File: src/rtl/dmck_delay.sv
// Enabled shift line that carries side data and valid bits alongside the
// divider pipelines. Depends on nothing outside this file.
`default_nettype none

module dmck_delay #(
	parameter int unsigned W     = 8,
	parameter int unsigned DEPTH = 4
) (
	input  wire logic         clk,
	input  wire logic         arst_n,
	input  wire logic         en,
	input  wire logic [W-1:0] d,
	output logic      [W-1:0] q
);

	logic [W-1:0] line_s [DEPTH];

	// Every tap moves one place whenever the pipeline advances.
	always_ff @(posedge clk or negedge arst_n) begin
		if (!arst_n) begin
			for (int i = 0; i < DEPTH; i++) begin
				line_s[i] <= '0;
			end
		end else if (en) begin
			line_s[0] <= d;
			for (int i = 1; i < DEPTH; i++) begin
				line_s[i] <= line_s[i-1];
			end
		end
	end

	assign q = line_s[DEPTH-1];

endmodule

`default_nettype wire

File: config.mk
export PLATFORM = sky130hd
export DESIGN_NAME = dmck_delay
export DESIGN_NICKNAME = d
export VERILOG_FILES = /design/src/rtl/dmck_delay.sv
export SDC_FILE = /design/constraint.sdc
export NUM_CORES = 1
export LEC_CHECK = 0
export BUFFER_PORTS_ARGS = -buffer_cell sky130_fd_sc_hd__buf_2
export CORE_AREA = 2 2 54 56
export DETAILED_ROUTE_END_ITERATION = 16
export DIE_AREA = 0 0 56 58
export GPL_ROUTABILITY_DRIVEN = 0
export PLACE_DENSITY_LB_ADDON = 0.08
export SYNTH_ARGS = -nofsm -noshare
export SYNTH_HDL_FRONTEND = slang
export SYNTH_SLANG_ARGS = --single-unit
File: constraint.sdc
create_clock -name clk -period 1.38 [get_ports clk]
set_clock_uncertainty 0.15 [all_clocks]
set_input_delay 0.276 -clock clk [delete_from_list [all_inputs] [get_ports clk]]
set_output_delay 0.276 -clock clk [all_outputs]
set_load 0.1 [all_outputs]
==> impl_metrics.tcl <==
set metrics [dict create \
    synth_top_area_share_pct 57.0 \
    post_drt_wl_per_cell_um 13.6 \
    rows 19 \
    grt_max_degree 33 \
    fp.dieArea_um2 3250 \
    seq_area_frac_synth_pct 57.0 \
    grt-ovfl-total 0 \
    worstPathArrival_ps 950 \
    rr_startpoint "q[3]$_DFFE_PN0P_" \
    yosysTopAreaCell "dfrtp_1" \
    diodes 0 \
    period_share_pct 99.4 \
    avgViaCountPerCell 4.95 \
    drtAntennaViolNets 0 \
    crit_buf_inv 1 \
    area_delta_synth_final_pct 20.4 \
    grt_pass1_wl_mm 3.19 \
    wirelength_mm 1.76 \
    start_util_pct 52.8 \
    relSlewSlack_pct 74.3 \
    num-fill-cells 202 \
    synth_compound_area_share_pct 0 \
    synth-seq-cells 32 \
    yosys_warnings 0 \
    netlist_area_um2 1410 \
    p_leak_uw 0.000832 \
    clock.fmax_mhz 729 \
    cts_resized 0 \
    grtUsageTotal_pct 13.6 \
    clock_latency_ps 330 \
    total_power_uw 2940 \
    io_buffers 18 \
    cap_violations 0 \
    synth.area.top_cells "dfrtp_1 57%, mux2_4 32%, buf_12 4.3%" \
    cp_cell_sequence "buf_12" \
    crit_fanout 2 \
    clk_pin_slew_ps 100 \
    drt-initial-drc-count 1 \
    synthXorXnorAreaFrac_pct 0 \
    tightest_slew_ps 386 \
    pwr_density_cell_nw_per_um2 1740 \
    synthMuxAreaShare_pct 33.7 \
    die_h_um 58 \
    cts_buffers 5 \
    vias 639 \
    final_nets 108 \
    startpoint "q[7]$_DFFE_PN0P_" \
    drc 0 \
    antenna_found_initial 0 \
    grt_pass1_vias 689 \
    utilization_pct 63.5 \
    cts.htree.levels 2 \
    first_pass_iters 2 \
    synth_top_family_by_area "multiplexers" \
    core_area_um2 2660 \
    cp_slowest_cell "dfrtp_1" \
    hold_depth 2 \
    ys_types 6 \
    slew_violations 0 \
    status "completed" \
    clock_path_buffers 2 \
    root_buffer "clkbuf_4" \
    io_pins 19 \
    worstRegToRegCells 2 \
    hold_path.class "primary input to flip-flop" \
    setup_viol 0 \
    yosys.area_share.simple_pct 0 \
    endpoint_kind "output pin" \
    synthAdderAreaFrac_pct 0 \
    ir_drop_v 0.00119 \
    syn_avg_cell_area_um2 18.5 \
    synth_nets 87 \
    crit_family "flip-flops" \
    rr_endpoint "q[3]$_DFFE_PN0P_" \
    slowest_delay_ps 430 \
    rsz0062_at_grt "yes" \
    cts_tree "built" \
    drive_above_1_share_pct 63.3 \
    start_kind "flip-flop" \
    cp-endpoint "q[7]" \
    crit_required_ps 950 \
    hold_viol_final 0 \
    dieWidth_um 56 \
    synth_cells 76 \
    cp.depth 1 \
    reg2reg_slack_ps 300 \
    clkSinkCount 32 \
    criticalPathCategory "flip-flop to output pin" \
    period_needed_ps 1370 \
]
==> metrics by stage <==
step / setup slack [ps] / hold slack, ps / setup TNS, ps / std cells / area, um2
2_1_floorplan: 287 / -170 / 0 / 76 / 1410
3_3_place_gp: 162 / 162 / 0 / 116 / 1570
3_5_place_dp: 150 / 164 / 0 / 116 / 1570
4_1_cts: -8.74 / 0.537 / -18.9 / 127 / 1670
5_1_grt: -42.8 / 1.48 / -289 / 129 / 1690
6_report: 8.12 / 21.3 / 0 / 129 / 1690
==> flip-flops by register name, indices dropped and copies added, names as in the netlist <==
signal  cells
line_s     24
q           8
==> synthesized netlist by cell type <==
cell type and n:
mux2_2 2, dfrtp_1 32, buf_6 1, buf_4 8
mux2_4 30, buf_12 3
==> report_power, final <==
group / leakage [uW] / switching (uW) / total (uW) / internal (uW)
clock network: 0.0000422 / 309 / 689 / 380
registers: 0.000376 / 123 / 1220 / 1100
logic: 0.000414 / 544 / 1030 / 483
total: 0.000832 / 976 / 2940 / 1960
==> repair_timing <==
action	4_1_cts	5_1_grt
endpoints found under the setup margin	6	8
buffers inserted	2	0
hold endpoints to repair	32	2
hold buffers	1	2
==> cell type report <==
cell class                      instances  area [um2]  area share [%]
Sequential cell                        32         801            47.3
Multi-Input combinational cell         32         473            28.0
Timing Repair Buffer                   26         303            17.9
Clock buffer                            6        41.3            2.44
Tap cell                               31        38.8            2.29
Clock inverter                          2        35.0            2.07
==> kinds of logic (layout without fill, tap and decap cells) <==
kind of cell,after synthesis,count (layout)
buffers and inverters,12,34
flip-flops,32,32
multiplexers,32,32
==> routing by layer <==
layer / track usage (%) / vias up / wire length [um]
li1: - / 290 / -
met1: 17.2 / 324 / 831
met2: 18.7 / 18 / 756
met3: 7.37 / 7 / 120
met4: 7.14 / 0 / 52
met5: 0 / - / 0
==> cell usage in the layout, fill, tap and decap left out <==
master / instances
buf_12: 10
buf_2: 10
buf_4: 3
bufinv_16: 1
clkbuf_1: 1
clkbuf_4: 5
clkinv_2: 1
dfrtp_1: 32
dlygate4sd3_1: 3
mux2_2: 2
mux2_4: 30
==> worst min-delay path by stage <==
stage                                        end  slack, ps  startpoint
after floorplan           line_s[10]$_DFFE_PN0P_       -170      arst_n
after global placement          q[3]$_DFFE_PN0P_        160      arst_n
after detailed placement        q[3]$_DFFE_PN0P_        160      arst_n
after CTS                 line_s[25]$_DFFE_PN0P_        0.5        d[1]
after global routing      line_s[28]$_DFFE_PN0P_          1        d[4]
final                     line_s[28]$_DFFE_PN0P_         20        d[4]
Note: power is estimated with default switching activity, not from simulation.
