**src/rtl/dmck_div.sv**
```systemverilog
// Pipelined restoring divider, one quotient bit per register stage.
// Depends on nothing outside this file.
`default_nettype none

module dmck_div #(
	parameter int unsigned NW = 48,
	parameter int unsigned DW = 33,
	parameter int unsigned QW = 17
) (
	input  wire logic          clk,
	input  wire logic          en,
	input  wire logic [NW-1:0] num,
	input  wire logic [DW-1:0] den,
	output logic      [QW-1:0] quo
);

	// The upper NW-QW dividend bits seed the remainder; the caller makes sure
	// they are below the divisor whenever the quotient is used.
	logic [DW-1:0] rem_s  [QW];
	logic [DW-1:0] den_s  [QW];
	logic [QW-1:0] work_s [QW];

	for (genvar j = 0; j < QW; j++) begin : g_step
		logic [DW-1:0] rem_in;
		logic [DW-1:0] den_in;
		logic [QW-1:0] work_in;
		logic [DW:0]   trial;
		logic [DW+1:0] diff;
		logic          take;

		if (j == 0) begin : g_first
			assign rem_in  = DW'(num[NW-1:QW]);
			assign den_in  = den;
			assign work_in = num[QW-1:0];
		end else begin : g_next
			assign rem_in  = rem_s[j-1];
			assign den_in  = den_s[j-1];
			assign work_in = work_s[j-1];
		end

		// Shift in the next dividend bit and subtract the divisor if it fits.
		assign trial = {rem_in, work_in[QW-1]};
		assign diff  = {1'b0, trial} - {2'b00, den_in};
		assign take  = ~diff[DW+1];

		always_ff @(posedge clk) begin
			if (en) begin
				rem_s[j]  <= take ? diff[DW-1:0] : trial[DW-1:0];
				den_s[j]  <= den_in;
				work_s[j] <= {work_in[QW-2:0], take};
			end
		end
	end

	assign quo = work_s[QW-1];

endmodule

`default_nettype wire
```
**config.mk**
```make
export PLATFORM = sky130hd
export DESIGN_NAME = dmck_div
export DESIGN_NICKNAME = d
export VERILOG_FILES = /design/src/rtl/dmck_div.sv
export SDC_FILE = /design/constraint.sdc
export NUM_CORES = 2
export LEC_CHECK = 0
export BUFFER_PORTS_ARGS = -buffer_cell sky130_fd_sc_hd__buf_2
export CAP_MARGIN = 40
export CORE_ASPECT_RATIO = 1.25
export CORE_UTILIZATION = 39
export DETAILED_ROUTE_END_ITERATION = 10
export SLEW_MARGIN = 20
export SYNTH_ARGS = -nofsm -noshare
export SYNTH_HDL_FRONTEND = slang
export SYNTH_SLANG_ARGS = --single-unit
```
**constraint.sdc**
```tcl
create_clock -name clk -period 4.9 [get_ports clk]
set_input_delay 0.245 -clock clk [delete_from_list [all_inputs] [get_ports clk]]
set_output_delay 0.245 -clock clk [all_outputs]
set_load 0.02 [all_outputs]
```
==> results.py <==
metrics = {
    "run_status": {
        "status": "completed",
    },
    "clock_network": {
        "clk_latency_ps": 790,
        "cts_buffers": 147,
        "clk_pin_slew_ps": 60,
        "cts.sinks": 1345,
        "postCtsSetupBuffers": 0,
        "cts_tree": "done",
        "clockBufferDepth": 3,
        "cts_resized": 0,
        "h-tree-depth": 4,
        "cts_root_buf": "clkbuf_16",
        "cts_hold_buf": 82,
    },
    "power": {
        "power_frac_comb_pct": 45.3,
        "switchingPower_mw": 19.4,
        "leakagePower_nw": 34.1,
        "clkPwrFrac_pct": 19.8,
        "peakVddDrop_mv": 0.404,
        "pwr-share-seq_pct": 34.9,
        "switching_share_pct": 36.8,
        "powerDensity_nw_per_um2": 629,
        "finalPower_mw": 52.7,
        "internal_power_mw": 33.3,
    },
    "placement": {
        "gp_congestion": 0.948,
        "dp_cells": 9102,
        "dpl-instance-area_um2": 78500,
        "io_buffers": 99,
        "post-place-ws_ps": 416,
        "hpwl_um": 120000,
    },
    "global_route": {
        "antenna_found_initial": 2,
        "grt_pass1_vias": 51536,
        "grt_max_degree": 146,
        "grt_overflow": 0,
        "grt_pass1_wl_um": 256000,
        "grt_usage_pct": 16.3,
    },
    "floorplanning": {
        "die_area_um2": 193000,
        "start_util_pct": 39.3,
        "die_h_um": 491,
        "io_pins": 100,
        "die_x_um": 393,
        "core-area_um2": 190000,
        "rows": 179,
    },
    "timing": {
        "slew_violations": 0,
        "timing.final.crit_share_pct": 92.8,
        "hold_slack_ps": 176,
        "clock_skew_ps": 28.5,
        "finalCriticalPeriod_ps": 4550,
        "setup_tns_ps": 0,
        "setup_viol": 0,
        "fin_ws_ps": 352,
        "slew_headroom_pct": 33.0,
        "worstMarginPinSlew_ps": 979,
        "rsz0062_at_grt": "false",
        "hold_viol_final": 0,
        "fmax_ghz": 0.220,
    },
    "layout": {
        "n_fill_cell": 17438,
        "area_growth_pct": 12.3,
        "nNetsFinal": 7459,
        "design_area_um2": 83800,
        "fin_util_pct": 44.1,
        "instances_no_fill": 9447,
        "drive_above_1_share_pct": 8.63,
    },
    "yosys": {
        "synth_area_per_cell_um2": 11.4,
        "synth.most_common_cell": "edfxtp_1",
        "yosys-top-cells-count": "1,345 x edfxtp_1, 717 x inv_1, 559 x ha_1",
        "yosys_warnings": 0,
        "yosysTopAreaCell": "edfxtp_1",
        "synth_cell_types": 90,
        "synth_edf_count": 1345,
        "ys_seq_elements": 1345,
        "synthArstFlopShare_pct": 0,
        "synth_nets": 7215,
        "synthFlopType": "edfxtp_1",
        "seq_area_frac_synth_pct": 54.1,
        "syn_inst": 6557,
        "syn-cell-area_um2": 74700,
        "synth_area_leaders": "edfxtp_1 54%, ha_1 9.4%, inv_1 3.6%",
        "synth_top_area_share_pct": 54.1,
    },
    "hold_path": {
        "min_path_type": "in -> reg",
    },
    "critical_path": {
        "crit_arrival_ps": 5070,
        "cp-start-kind": "flop",
        "cp_data_required_time_ps": 5420,
        "crit_fanout": 60,
        "path_class": "reg -> reg",
        "worstSetupEndpointType": "flop",
    },
    "job": {
        "max-cap-violations": 0,
    },
    "drt": {
        "drt-pass1-iter-count": 5,
        "routed-via-count": 49265,
        "drt_first_iter_violations": 1854,
        "route.detailed.drc": 0,
        "ant_nets": 0,
        "viasPerCell": 5.21,
        "finalWirelength_um": 159000,
        "wire_per_inst_um": 16.8,
    },
}
power by group through the flow:
| stage | Combinational [mW] | Sequential [mW] | Clock (mW) |
|---|---|---|---|
| finish | 23.9 | 18.4 | 10.4 |
| global route | 26.6 | 18.7 | 11.2 |
| CTS | 23.8 | 18.4 | 10.8 |
| detailed placement | 23.6 | 18.6 | 0 |
| global placement | 23.2 | 18.6 | 0 |
| floorplan | 18.2 | 18.0 | 0 |
path summary, 6_finish.rpt:
path                                         startpoint                       to  slack, ps  depth (start not counted)
worst max-delay path            work_s[0][84]$_DFFE_PP_  rem_s[0][166]$_DFFE_PP_        350                         14
worst min-delay path                             num[9]  work_s[0][10]$_DFFE_PP_        180                          2
worst max register to register  work_s[0][84]$_DFFE_PP_  rem_s[0][166]$_DFFE_PP_        350                         14
worst min register to register  work_s[0][11]$_DFFE_PP_  work_s[0][29]$_DFFE_PP_        400                          0
layout make-up:
class / count / area [µm²] / area share [%]
well taps: 2534 / 3170 / 3.78
clock buffers: 193 / 3940 / 4.70
repair buffers: 262 / 2250 / 2.68
multi-input cells: 4327 / 30800 / 36.8
inverters: 718 / 2700 / 3.22
clock inverters: 64 / 552 / 0.658
diodes: 4 / 10.0 / 0.0119
flip-flops and latches: 1345 / 40400 / 48.2
sequential cells by signal, summed over array words and instances (netlist names):
| register | cells |
|---|---|
| den_s | 528 |
| work_s | 289 |
| rem_s | 528 |
routing by layer:
metal  track usage (%)  vias up  part of all wire, %
met4              10.2        0                  6.4
met3              2.37      485                  2.6
met1              14.2    23399                   34
met5                 0        -                    0
met2              33.8      829                   57
li1                  -    24552                    -
logic make-up (layout without fill, tap and decap cells):
group	Yosys count	in the layout	synth area share (%)
AO/OA/AOI/OAI	1810	1810	15.2
flip-flops	1345	1345	54.1
AND/OR/NAND/NOR	1313	1313	8.18
buffers and inverters	885	1237	4.71
adder cells (fa/ha/maj)	575	575	9.80
XOR/XNOR	448	448	5.26
multiplexers	181	181	2.72
other	0	4	0
worst max-delay path: stages (launching register included):
cell       delay, ps
edfxtp_1         400
inv_1             80
ha_1             160
inv_1             50
fa_1             420
a211oi_1         240
nor2_1           110
o2111ai_1        380
nand3_1          250
a31oi_1          560
o21ai_1          310
a211o_1          350
a41o_2           270
buf_4            290
mux2_2           350
placed cells by master, fill, tap and decap left out, types with 72 or more instances in the layout:
| cell | synthesis | final |
|---|---|---|
| dlygate4sd3_1 | 0 | 82 |
| a21o_1 | 257 | 257 |
| buf_2 | 46 | 99 |
| o21bai_1 | 72 | 72 |
| nand2_1 | 472 | 472 |
| a31oi_1 | 77 | 76 |
| inv_1 | 717 | 717 |
| clkbuf_16 | 0 | 151 |
| nor2_1 | 330 | 329 |
| o21ai_0 | 435 | 434 |
| mux2_2 | 167 | 167 |
| a21oi_1 | 536 | 536 |
| edfxtp_1 | 1345 | 1345 |
| nand3_1 | 98 | 98 |
| ha_1 | 559 | 559 |
| xnor2_1 | 259 | 259 |
| xor2_1 | 189 | 189 |
No activity file was read; power rests on OpenSTA's default activity.
